`src/hw/rtl/prv_pkg.sv`:
```
package prv_pkg;

  localparam int unsigned HEADER_LEN = 4;
  localparam int unsigned CFG_IDX_W  = 1;

  localparam logic [31:0] CRC_POLY     = 32'hEDB8_8320;
  localparam logic [31:0] CRC_ONES     = 32'hFFFF_FFFF;
  localparam logic [31:0] MAGIC_RESET  = 32'h4C41_434E;
  localparam logic [15:0] LAYOUT_RESET = 16'd4;

  // Raw op codes as they arrive on the input port
  localparam logic [2:0] OP_BEGIN     = 3'd0;
  localparam logic [2:0] OP_WORD      = 3'd1;
  localparam logic [2:0] OP_END       = 3'd2;
  localparam logic [2:0] OP_SAVE_RES  = 3'd3;
  localparam logic [2:0] OP_SAVE_WORD = 3'd4;

  typedef enum logic [2:0] {
    KIND_NONE      = 3'd0,
    KIND_BEGIN     = 3'd1,
    KIND_WORD      = 3'd2,
    KIND_END       = 3'd3,
    KIND_SAVE_RES  = 3'd4,
    KIND_SAVE_WORD = 3'd5
  } kind_e;

  typedef enum logic [1:0] {
    CLS_VALID   = 2'd0,
    CLS_BLANK   = 2'd1,
    CLS_STALE   = 2'd2,
    CLS_CORRUPT = 2'd3
  } class_e;

  typedef enum logic [CFG_IDX_W-1:0] {
    REG_RECORD_MAGIC   = 1'b0,
    REG_LAYOUT_VERSION = 1'b1
  } cfg_idx_e;

  typedef struct packed {
    logic [2:0]  op;
    logic [31:0] data_word;
    logic        sector_index;
    logic        last_word;
    logic        save_ok;
  } prv_in_t;

  typedef struct packed {
    class_e      record_class;
    logic        class_ready;
    logic        adopted;
    logic        have_active_out;
    logic        active_sector_out;
    logic [31:0] active_sequence_out;
    logic        save_target;
    logic [31:0] save_sequence;
    logic        fault;
    logic [31:0] payload_crc;
  } prv_out_t;

  // Classified word handed from the front to the back
  typedef struct packed {
    kind_e       kind;
    logic [31:0] data_word;
    logic        sector_index;
    logic        last_word;
    logic        save_ok;
  } prv_cmd_t;

  // Reflected CRC-32 update over one word, low byte first; flattens to an xor tree
  function automatic logic [31:0] crc_fold(input logic [31:0] crc, input logic [31:0] w);
    logic [31:0] c;
    c = crc ^ w;
    for (int k = 0; k < 32; k++) begin
      c = c[0] ? ((c >> 1) ^ CRC_POLY) : (c >> 1);
    end
    return c;
  endfunction

endpackage

```
`src/hw/rtl/prv_front.sv`:
```
module prv_front (
  input  logic             clk_i,
  input  logic             rst_ni,
  input  logic             push,
  output logic             full,
  input  prv_pkg::prv_in_t in_word_i,
  output logic             cmd_valid_o,
  output prv_pkg::prv_cmd_t cmd_o,
  input  logic             cmd_pop_i
);
  import prv_pkg::*;

  prv_cmd_t   slot_q [2];
  logic       wr_ptr_q, wr_ptr_d;
  logic       rd_ptr_q, rd_ptr_d;
  logic [1:0] cnt_q, cnt_d;
  logic       do_push, do_pop;
  prv_cmd_t   cmd_new;

  // Classify the raw op
  always_comb begin
    cmd_new.data_word    = in_word_i.data_word;
    cmd_new.sector_index = in_word_i.sector_index;
    cmd_new.last_word    = in_word_i.last_word;
    cmd_new.save_ok      = in_word_i.save_ok;
    unique case (in_word_i.op)
      OP_BEGIN:     cmd_new.kind = KIND_BEGIN;
      OP_WORD:      cmd_new.kind = KIND_WORD;
      OP_END:       cmd_new.kind = KIND_END;
      OP_SAVE_RES:  cmd_new.kind = KIND_SAVE_RES;
      OP_SAVE_WORD: cmd_new.kind = KIND_SAVE_WORD;
      default:      cmd_new.kind = KIND_NONE;
    endcase
  end

  assign full        = (cnt_q == 2'd2);
  assign cmd_valid_o = (cnt_q != 2'd0);
  assign cmd_o       = slot_q[rd_ptr_q];
  assign do_push     = push && !full;
  assign do_pop      = cmd_pop_i && cmd_valid_o;

  always_comb begin
    wr_ptr_d = do_push ? ~wr_ptr_q : wr_ptr_q;
    rd_ptr_d = do_pop ? ~rd_ptr_q : rd_ptr_q;
    cnt_d    = cnt_q + {1'b0, do_push} - {1'b0, do_pop};
  end

  always_ff @(posedge clk_i or negedge rst_ni) begin
    if (!rst_ni) begin
      wr_ptr_q <= 1'b0;
      rd_ptr_q <= 1'b0;
      cnt_q    <= 2'd0;
    end else begin
      wr_ptr_q <= wr_ptr_d;
      rd_ptr_q <= rd_ptr_d;
      cnt_q    <= cnt_d;
    end
  end

  always_ff @(posedge clk_i) begin
    if (do_push) begin
      slot_q[wr_ptr_q] <= cmd_new;
    end
  end

endmodule

```
`src/hw/rtl/prv_back.sv`:
```
module prv_back #(
  parameter int unsigned PAYLOAD_WORDS = 16
) (
  input  logic                                clk_i,
  input  logic                                rst_ni,
  input  logic                                cmd_valid_i,
  input  prv_pkg::prv_cmd_t                   cmd_i,
  output logic                                cmd_pop_o,
  input  logic                                valid,
  output logic                                ready,
  input  logic [prv_pkg::CFG_IDX_W-1:0]       cfg_index_i,
  input  logic [31:0]                         cfg_data_i,
  output logic                                empty,
  input  logic                                pop,
  output prv_pkg::prv_out_t                   out_word_o
);
  import prv_pkg::*;

  localparam int unsigned FULL_POS = HEADER_LEN + PAYLOAD_WORDS;
  localparam int unsigned POS_W    = $clog2(FULL_POS + 1);
  localparam logic [15:0] WANT_LEN = 16'((PAYLOAD_WORDS * 4) % 65536);
  localparam logic [POS_W-1:0] POS_FULL = POS_W'(FULL_POS);
  localparam logic [POS_W-1:0] POS_HDR  = POS_W'(HEADER_LEN);

  logic [31:0]      magic_q;
  logic [15:0]      layout_q;
  logic             have_q, have_d;
  logic             sec_q, sec_d;
  logic [31:0]      seq_q, seq_d;
  logic             corrupt_q, corrupt_d;
  logic             fault_q, fault_d;
  logic [31:0]      acc_q, acc_d;
  logic [POS_W-1:0] pos_q, pos_d;
  logic [31:0]      hdr_q [4];
  logic [31:0]      hdr_d [4];
  logic [31:0]      hdr_eff [4];
  logic [31:0]      acc_base;
  logic [31:0]      crc_show;
  logic [31:0]      seq_diff;
  logic             take;
  logic             out_valid_q, out_valid_d;
  prv_out_t         out_q, out_d;
  class_e           cls;
  logic             cls_rdy;
  logic             adopt;

  assign ready     = 1'b1;
  assign take      = cmd_valid_i && (!out_valid_q || pop);
  assign cmd_pop_o = take;
  assign empty     = !out_valid_q;
  assign out_word_o = out_q;

  always_comb begin
    have_d    = have_q;
    sec_d     = sec_q;
    seq_d     = seq_q;
    corrupt_d = corrupt_q;
    fault_d   = fault_q;
    acc_d     = acc_q;
    pos_d     = pos_q;
    hdr_d     = hdr_q;
    hdr_eff   = hdr_q;
    cls       = CLS_VALID;
    cls_rdy   = 1'b0;
    adopt     = 1'b0;
    acc_base  = (pos_q == '0) ? CRC_ONES : acc_q;
    seq_diff  = hdr_q[2] - seq_q;
    crc_show  = acc_q ^ CRC_ONES;
    if (take) begin
      unique case (cmd_i.kind)
        KIND_BEGIN: begin
          have_d    = 1'b0;
          sec_d     = 1'b0;
          seq_d     = '0;
          corrupt_d = 1'b0;
          pos_d     = '0;
          acc_d     = CRC_ONES;
          for (int i = 0; i < 4; i++) hdr_d[i] = '0;
          crc_show  = '0;
        end
        KIND_WORD: begin
          acc_d = acc_base;
          if (pos_q < POS_HDR) begin
            hdr_eff[pos_q[1:0]] = cmd_i.data_word;
          end else if (pos_q < POS_FULL) begin
            acc_d = crc_fold(acc_base, cmd_i.data_word);
          end
          if (pos_q < POS_FULL) begin
            pos_d = pos_q + POS_W'(1);
          end
          hdr_d    = hdr_eff;
          crc_show = acc_d ^ CRC_ONES;
          seq_diff = hdr_eff[2] - seq_q;
          if (cmd_i.last_word) begin
            cls_rdy = 1'b1;
            if (hdr_eff[0] != magic_q) begin
              cls = CLS_BLANK;
            end else if (hdr_eff[1][15:0] != layout_q) begin
              cls = CLS_STALE;
            end else if (pos_d == POS_FULL && hdr_eff[1][31:16] == WANT_LEN &&
                         hdr_eff[3] == crc_show) begin
              cls = CLS_VALID;
              // Adopt when nothing is active or the sequence is serially not older
              if (!have_q || !seq_diff[31]) begin
                have_d = 1'b1;
                sec_d  = cmd_i.sector_index;
                seq_d  = hdr_eff[2];
                adopt  = 1'b1;
              end
            end else begin
              cls       = CLS_CORRUPT;
              corrupt_d = 1'b1;
            end
            pos_d = '0;
            for (int i = 0; i < 4; i++) hdr_d[i] = '0;
          end
        end
        KIND_END: begin
          fault_d = !have_q && corrupt_q;
          pos_d   = '0;
        end
        KIND_SAVE_RES: begin
          if (cmd_i.save_ok) begin
            sec_d   = have_q ? ~sec_q : 1'b0;
            have_d  = 1'b1;
            seq_d   = seq_q + 32'd1;
            fault_d = 1'b0;
          end else begin
            fault_d = 1'b1;
          end
          acc_d    = CRC_ONES;
          crc_show = '0;
        end
        KIND_SAVE_WORD: begin
          crc_show = crc_fold(acc_q, cmd_i.data_word) ^ CRC_ONES;
          acc_d    = cmd_i.last_word ? CRC_ONES : (crc_show ^ CRC_ONES);
        end
        KIND_NONE: begin
        end
        default: begin
        end
      endcase
    end

    out_d.record_class        = cls;
    out_d.class_ready         = cls_rdy;
    out_d.adopted             = adopt;
    out_d.have_active_out     = have_d;
    out_d.active_sector_out   = sec_d;
    out_d.active_sequence_out = seq_d;
    out_d.save_target         = have_d ? ~sec_d : 1'b0;
    out_d.save_sequence       = seq_d + 32'd1;
    out_d.fault               = fault_d;
    out_d.payload_crc         = crc_show;

    out_valid_d = take ? 1'b1 : (pop ? 1'b0 : out_valid_q);
  end

  always_ff @(posedge clk_i or negedge rst_ni) begin
    if (!rst_ni) begin
      magic_q     <= MAGIC_RESET;
      layout_q    <= LAYOUT_RESET;
      have_q      <= 1'b0;
      sec_q       <= 1'b0;
      seq_q       <= '0;
      corrupt_q   <= 1'b0;
      fault_q     <= 1'b0;
      acc_q       <= CRC_ONES;
      pos_q       <= '0;
      out_valid_q <= 1'b0;
    end else begin
      if (valid && ready) begin
        unique case (cfg_idx_e'(cfg_index_i))
          REG_RECORD_MAGIC:   magic_q  <= cfg_data_i;
          REG_LAYOUT_VERSION: layout_q <= cfg_data_i[15:0];
          default: begin
          end
        endcase
      end
      have_q      <= have_d;
      sec_q       <= sec_d;
      seq_q       <= seq_d;
      corrupt_q   <= corrupt_d;
      fault_q     <= fault_d;
      acc_q       <= acc_d;
      pos_q       <= pos_d;
      out_valid_q <= out_valid_d;
    end
  end

  always_ff @(posedge clk_i) begin
    hdr_q <= hdr_d;
    if (take) begin
      out_q <= out_d;
    end
  end

endmodule

```
`src/hw/rtl/pingpong_record_validator.sv`:
```
// Channel   Direction  Handshake            Payload
// input     in         push / full          in_word_i   (op, data_word, sector_index, ...)
// result    out        empty / pop          out_word_o  (record_class ... payload_crc)
// config    in         valid / ready        cfg_index_i, cfg_data_i
//
// One word is accepted per cycle while full is low, and one result word comes back per
// accepted word. A result is on out_word_o once the queue has presented its word and the
// execute stage (CRC-32 xor tree, header checks) has registered it. Reset clears tracking
// state; header words stay unknown until a begin-scan word or a record end clears them.
// Config is always ready. A stalled result (pop low) holds the back end; the front keeps
// taking words until its two-entry queue fills and full rises.
module pingpong_record_validator #(
  parameter int unsigned PAYLOAD_WORDS = 16
) (
  input  logic                          clk_i,
  input  logic                          rst_ni,
  input  logic                          push,
  output logic                          full,
  input  prv_pkg::prv_in_t              in_word_i,
  output logic                          empty,
  input  logic                          pop,
  output prv_pkg::prv_out_t             out_word_o,
  input  logic                          valid,
  output logic                          ready,
  input  logic [prv_pkg::CFG_IDX_W-1:0] cfg_index_i,
  input  logic [31:0]                   cfg_data_i
);
  import prv_pkg::*;

  logic     cmd_valid;
  logic     cmd_pop;
  prv_cmd_t cmd;

  // Front: decode the op and queue the word
  prv_front u_front (
    .clk_i       (clk_i),
    .rst_ni      (rst_ni),
    .push        (push),
    .full        (full),
    .in_word_i   (in_word_i),
    .cmd_valid_o (cmd_valid),
    .cmd_o       (cmd),
    .cmd_pop_i   (cmd_pop)
  );

  // Back: execute the word against tracking state and register the result
  prv_back #(
    .PAYLOAD_WORDS (PAYLOAD_WORDS)
  ) u_back (
    .clk_i       (clk_i),
    .rst_ni      (rst_ni),
    .cmd_valid_i (cmd_valid),
    .cmd_i       (cmd),
    .cmd_pop_o   (cmd_pop),
    .valid       (valid),
    .ready       (ready),
    .cfg_index_i (cfg_index_i),
    .cfg_data_i  (cfg_data_i),
    .empty       (empty),
    .pop         (pop),
    .out_word_o  (out_word_o)
  );

`ifndef NO_ASSERTIONS
  // Adoption only happens on a valid, classified record and leaves it active
  a_adopt_valid : assert property (@(posedge clk_i) disable iff (!rst_ni)
    (!empty && out_word_o.adopted) |->
      (out_word_o.class_ready && out_word_o.record_class == CLS_VALID &&
       out_word_o.have_active_out))
    else $error("adopted without a valid classified record");

  // The save target never points at the active sector
  a_target_free : assert property (@(posedge clk_i) disable iff (!rst_ni)
    (!empty && out_word_o.have_active_out) |->
      (out_word_o.save_target != out_word_o.active_sector_out))
    else $error("save target equals active sector");

  // Next save sequence follows the active one
  a_save_seq : assert property (@(posedge clk_i) disable iff (!rst_ni)
    !empty |-> (out_word_o.save_sequence == out_word_o.active_sequence_out + 32'd1))
    else $error("save sequence mismatch");
`endif

endmodule

```
`config.mk`:
```
export PLATFORM = sky130hd
export DESIGN_NAME = pingpong_record_validator
export DESIGN_NICKNAME = d
export VERILOG_FILES = /design/src/hw/rtl/prv_pkg.sv /design/src/hw/rtl/prv_front.sv /design/src/hw/rtl/prv_back.sv /design/src/hw/rtl/pingpong_record_validator.sv
export SDC_FILE = /design/constraint.sdc
export NUM_CORES = 1
export LEC_CHECK = 0
export ABC_AREA = 1
export BUFFER_PORTS_ARGS = -buffer_cell sky130_fd_sc_hd__buf_2
export CAP_MARGIN = 20
export CORE_MARGIN = 1
export CORE_UTILIZATION = 30
export CTS_CLUSTER_SIZE = 24
export DETAILED_ROUTE_END_ITERATION = 6
export SYNTH_ARGS = -nofsm -noshare
export SYNTH_HDL_FRONTEND = slang
export SYNTH_SLANG_ARGS = --single-unit
```
`constraint.sdc`:
```
create_clock -name clk_i -period 18.4 [get_ports clk_i]
set_clock_uncertainty 0.15 [all_clocks]
set_input_delay 1.84 -clock clk_i [delete_from_list [all_inputs] [get_ports clk_i]]
set_output_delay 1.84 -clock clk_i [all_outputs]
set_load 0.03 [all_outputs]
```
==> flow_metrics.py <==
metrics = {
    "outcome": {
        "outcome": "complete, no violations",
    },
    "finish": {
        "area.growth.synth_to_final_pct": 12.4,
        "n_antenna_cell": 0,
        "drive_gt1_share_pct": 15.8,
        "nNetsFinal": 4579,
        "final_cell_area_um2": 36600,
    },
    "yosys": {
        "synth_top_area_share_pct": 28.4,
        "ys_seq_elements": 434,
        "synth_area_per_cell_um2": 7.54,
        "synth.most_common_cell": "nand2_1",
        "yosysWarnings": 0,
        "netlist_area_um2": 32500,
        "postSynthCellCount": 4313,
        "synth-edff-count": 308,
        "seq_area_frac_synth_pct": 38.3,
        "synth.top_cells.by_count": "nand2_1 (1410), inv_1 (393), nand3_1 (369)",
        "yosysUniqueCellTypes": 65,
        "syn_nets": 4428,
        "async_flop_share_pct": 29.0,
        "synthTopCellsByArea": "edfxtp_1 (28%), nand2_1 (16%), dfrtp_1 (6.2%), xor2_1 (6.1%), nand3_1 (5.7%)",
        "post-synth-top-area-cell": "edfxtp_1",
        "ys.flop_type": "edfxtp_1",
    },
    "sta": {
        "rsz0062_at_grt": "false",
        "hold_violations": 0,
        "fin_hold_ws_ns": 0.350,
        "relSlewSlack_pct": 27.7,
        "setup_viol": 0,
        "period_share_pct": 49.1,
        "fin_setup_tns_ns": 0,
        "tightest_slew_ns": 1.08,
        "min_period_ns": 9.03,
        "slew_viol_final": 0,
        "max_clock_freq_mhz": 111,
    },
    "global_route": {
        "antenna_found_initial": 2,
        "grtUsageTotal_pct": 21.5,
        "grt_max_degree": 83,
        "grt_pass1_wl_um": 179000,
        "overflow": 0,
        "first_global_vias": 27731,
    },
    "clock_network": {
        "cts_root_buf": "clkbuf_16",
        "cts_made_buffers": 47,
        "cts_tree": "yes",
        "cts_sinks": 434,
        "postCtsSetupRepairBufs": 0,
        "postCtsHoldBufs": 0,
        "insertion_delay_ns": 0.65,
        "cts_resized": 0,
        "h-tree-depth": 2,
        "clockBufferDepth": 3,
        "clk_pin_slew_ns": 0.06,
    },
    "floorplan": {
        "coreArea_um2": 107000,
        "ios": 183,
        "num_rows": 120,
        "die_h_um": 331,
        "initial_utilization_pct": 30.3,
        "die_w_um": 331,
        "dieArea_um2": 110000,
    },
    "placed_design": {
        "place_hpwl_um": 91900,
        "post_dp_cell_area_um2": 35000,
        "globalplace.congestion": 0.986,
        "port_buffers": 181,
    },
    "setup_path": {
        "cp_num_cells": 41,
        "worstPathRequired_ns": 18.62,
        "end_kind": "flip-flop",
        "worstPathBufferInverterCount": 1,
        "slowest_delay_ns": 0.81,
        "cp_common_cell": "nand2_1",
        "slowest_stage": "nand4_2",
        "r2r_cells": 41,
        "criticalPathCategory": "reg -> reg",
        "crit_family": "simple AND/OR/NAND/NOR gates",
        "critPathArrivalTime_ns": 9.26,
        "crit_fanout": 71,
        "crit_path_start_kind": "flip-flop",
    },
    "routing": {
        "drcViolationCount": 0,
        "vias": 29869,
        "firstDrtPassIters": 6,
        "routed_wl_um": 121000,
        "drt.antenna.violating_nets": 0,
        "vias_per_cell": 5.06,
        "drt-initial-drc-count": 2994,
        "wl_per_cell_um": 20.4,
    },
    "worst_hold_path": {
        "hold_path_class": "reg -> reg",
        "hold_depth": 2,
    },
    "flow_run": {
        "max-cap-violations": 0,
    },
}
flip-flops by register name, indices dropped and copies added, names as in the netlist, 2 cells and up:
signal / count
u_back.seq_q: 32
u_front.slot_q: 76
u_back.hdr_q: 128
u_front.cnt_q: 2
u_back.acc_q: 32
u_back.layout_q: 16
u_back.out_word_o: 104
u_back.pos_q: 5
u_back.magic_q: 32
metal layers:
layer,global-route usage (%),vias to the layer above,part of all wire [%]
li1,-,14335,-
met4,8.98,0,4.6
met1,28.7,14225,43
met5,0,-,0
met3,2.53,229,6.3
met2,35.0,1080,46
cells by family after synthesis:
group	count (synthesis)	share of synthesized area [%]
and+or+nand+nor	2432	32.6
buffers and inverters	549	6.77
AOI/OAI and AO/OA	460	8.44
DFF	434	38.3
xor gates and xnor gates	379	11.8
adders and majority gates	39	1.50
muxes	19	0.646
other	1	0.0115
layout by cell type, fill, tap and decap left out, drive strengths merged, types with 86 or more instances in the layout:
cell type,Yosys,final
edfxtp,308,308
xnor2,114,114
nor2,329,329
xor2,263,263
nand2,1525,1525
buf,38,229
o21ai,292,292
inv,415,420
nand3,382,382
or2,86,86
metrics by stage:
step / setup WS (ns) / util [%] / cells
floorplan: 3.94 / - / 4313
global placement: 9.63 / 32.6 / 5818
detailed placement: 9.45 / 32.6 / 5818
CTS: 9.42 / 34.1 / 5906
global route: 8.54 / 34.1 / 5906
finish: 9.37 / 34.1 / 5906
cell type report:
type / count / area, um^2
Fill cell: 11270 / 70800
Sequential cell: 434 / 12500
Clock inverter: 28 / 293
Multi-Input combinational cell: 3330 / 17900
Clock buffer: 60 / 1280
Inverter: 422 / 1590
Tap cell: 1403 / 1760
Timing Repair Buffer: 229 / 1270
worst paths after layout:
| path | from | endpoint | slack (ns) |
|---|---|---|---|
| setup / recovery | u_back.pos_q[1] | u_back.out_word_o[49] | 9.37 |
| hold / removal | u_back.magic_q[9] | u_back.magic_q[9] | 0.35 |
| setup reg to reg | u_back.pos_q[1] | u_back.out_word_o[49] | 9.37 |
| hold reg to reg | u_back.magic_q[9] | u_back.magic_q[9] | 0.35 |
| max in group asynchronous | rst_ni | u_back.layout_q[0] | 15.61 |
| min in group asynchronous | rst_ni | u_back.have_q | 1.15 |
worst min-delay path: stages, from the launching register on:
cell	delay (ns)
dfstp_2	0.37
nand2_1	0.05
o21ai_0	0.07
Power is not shown: default switching activity piles up to over one toggle a cycle in this logic, so the estimate is an artifact.
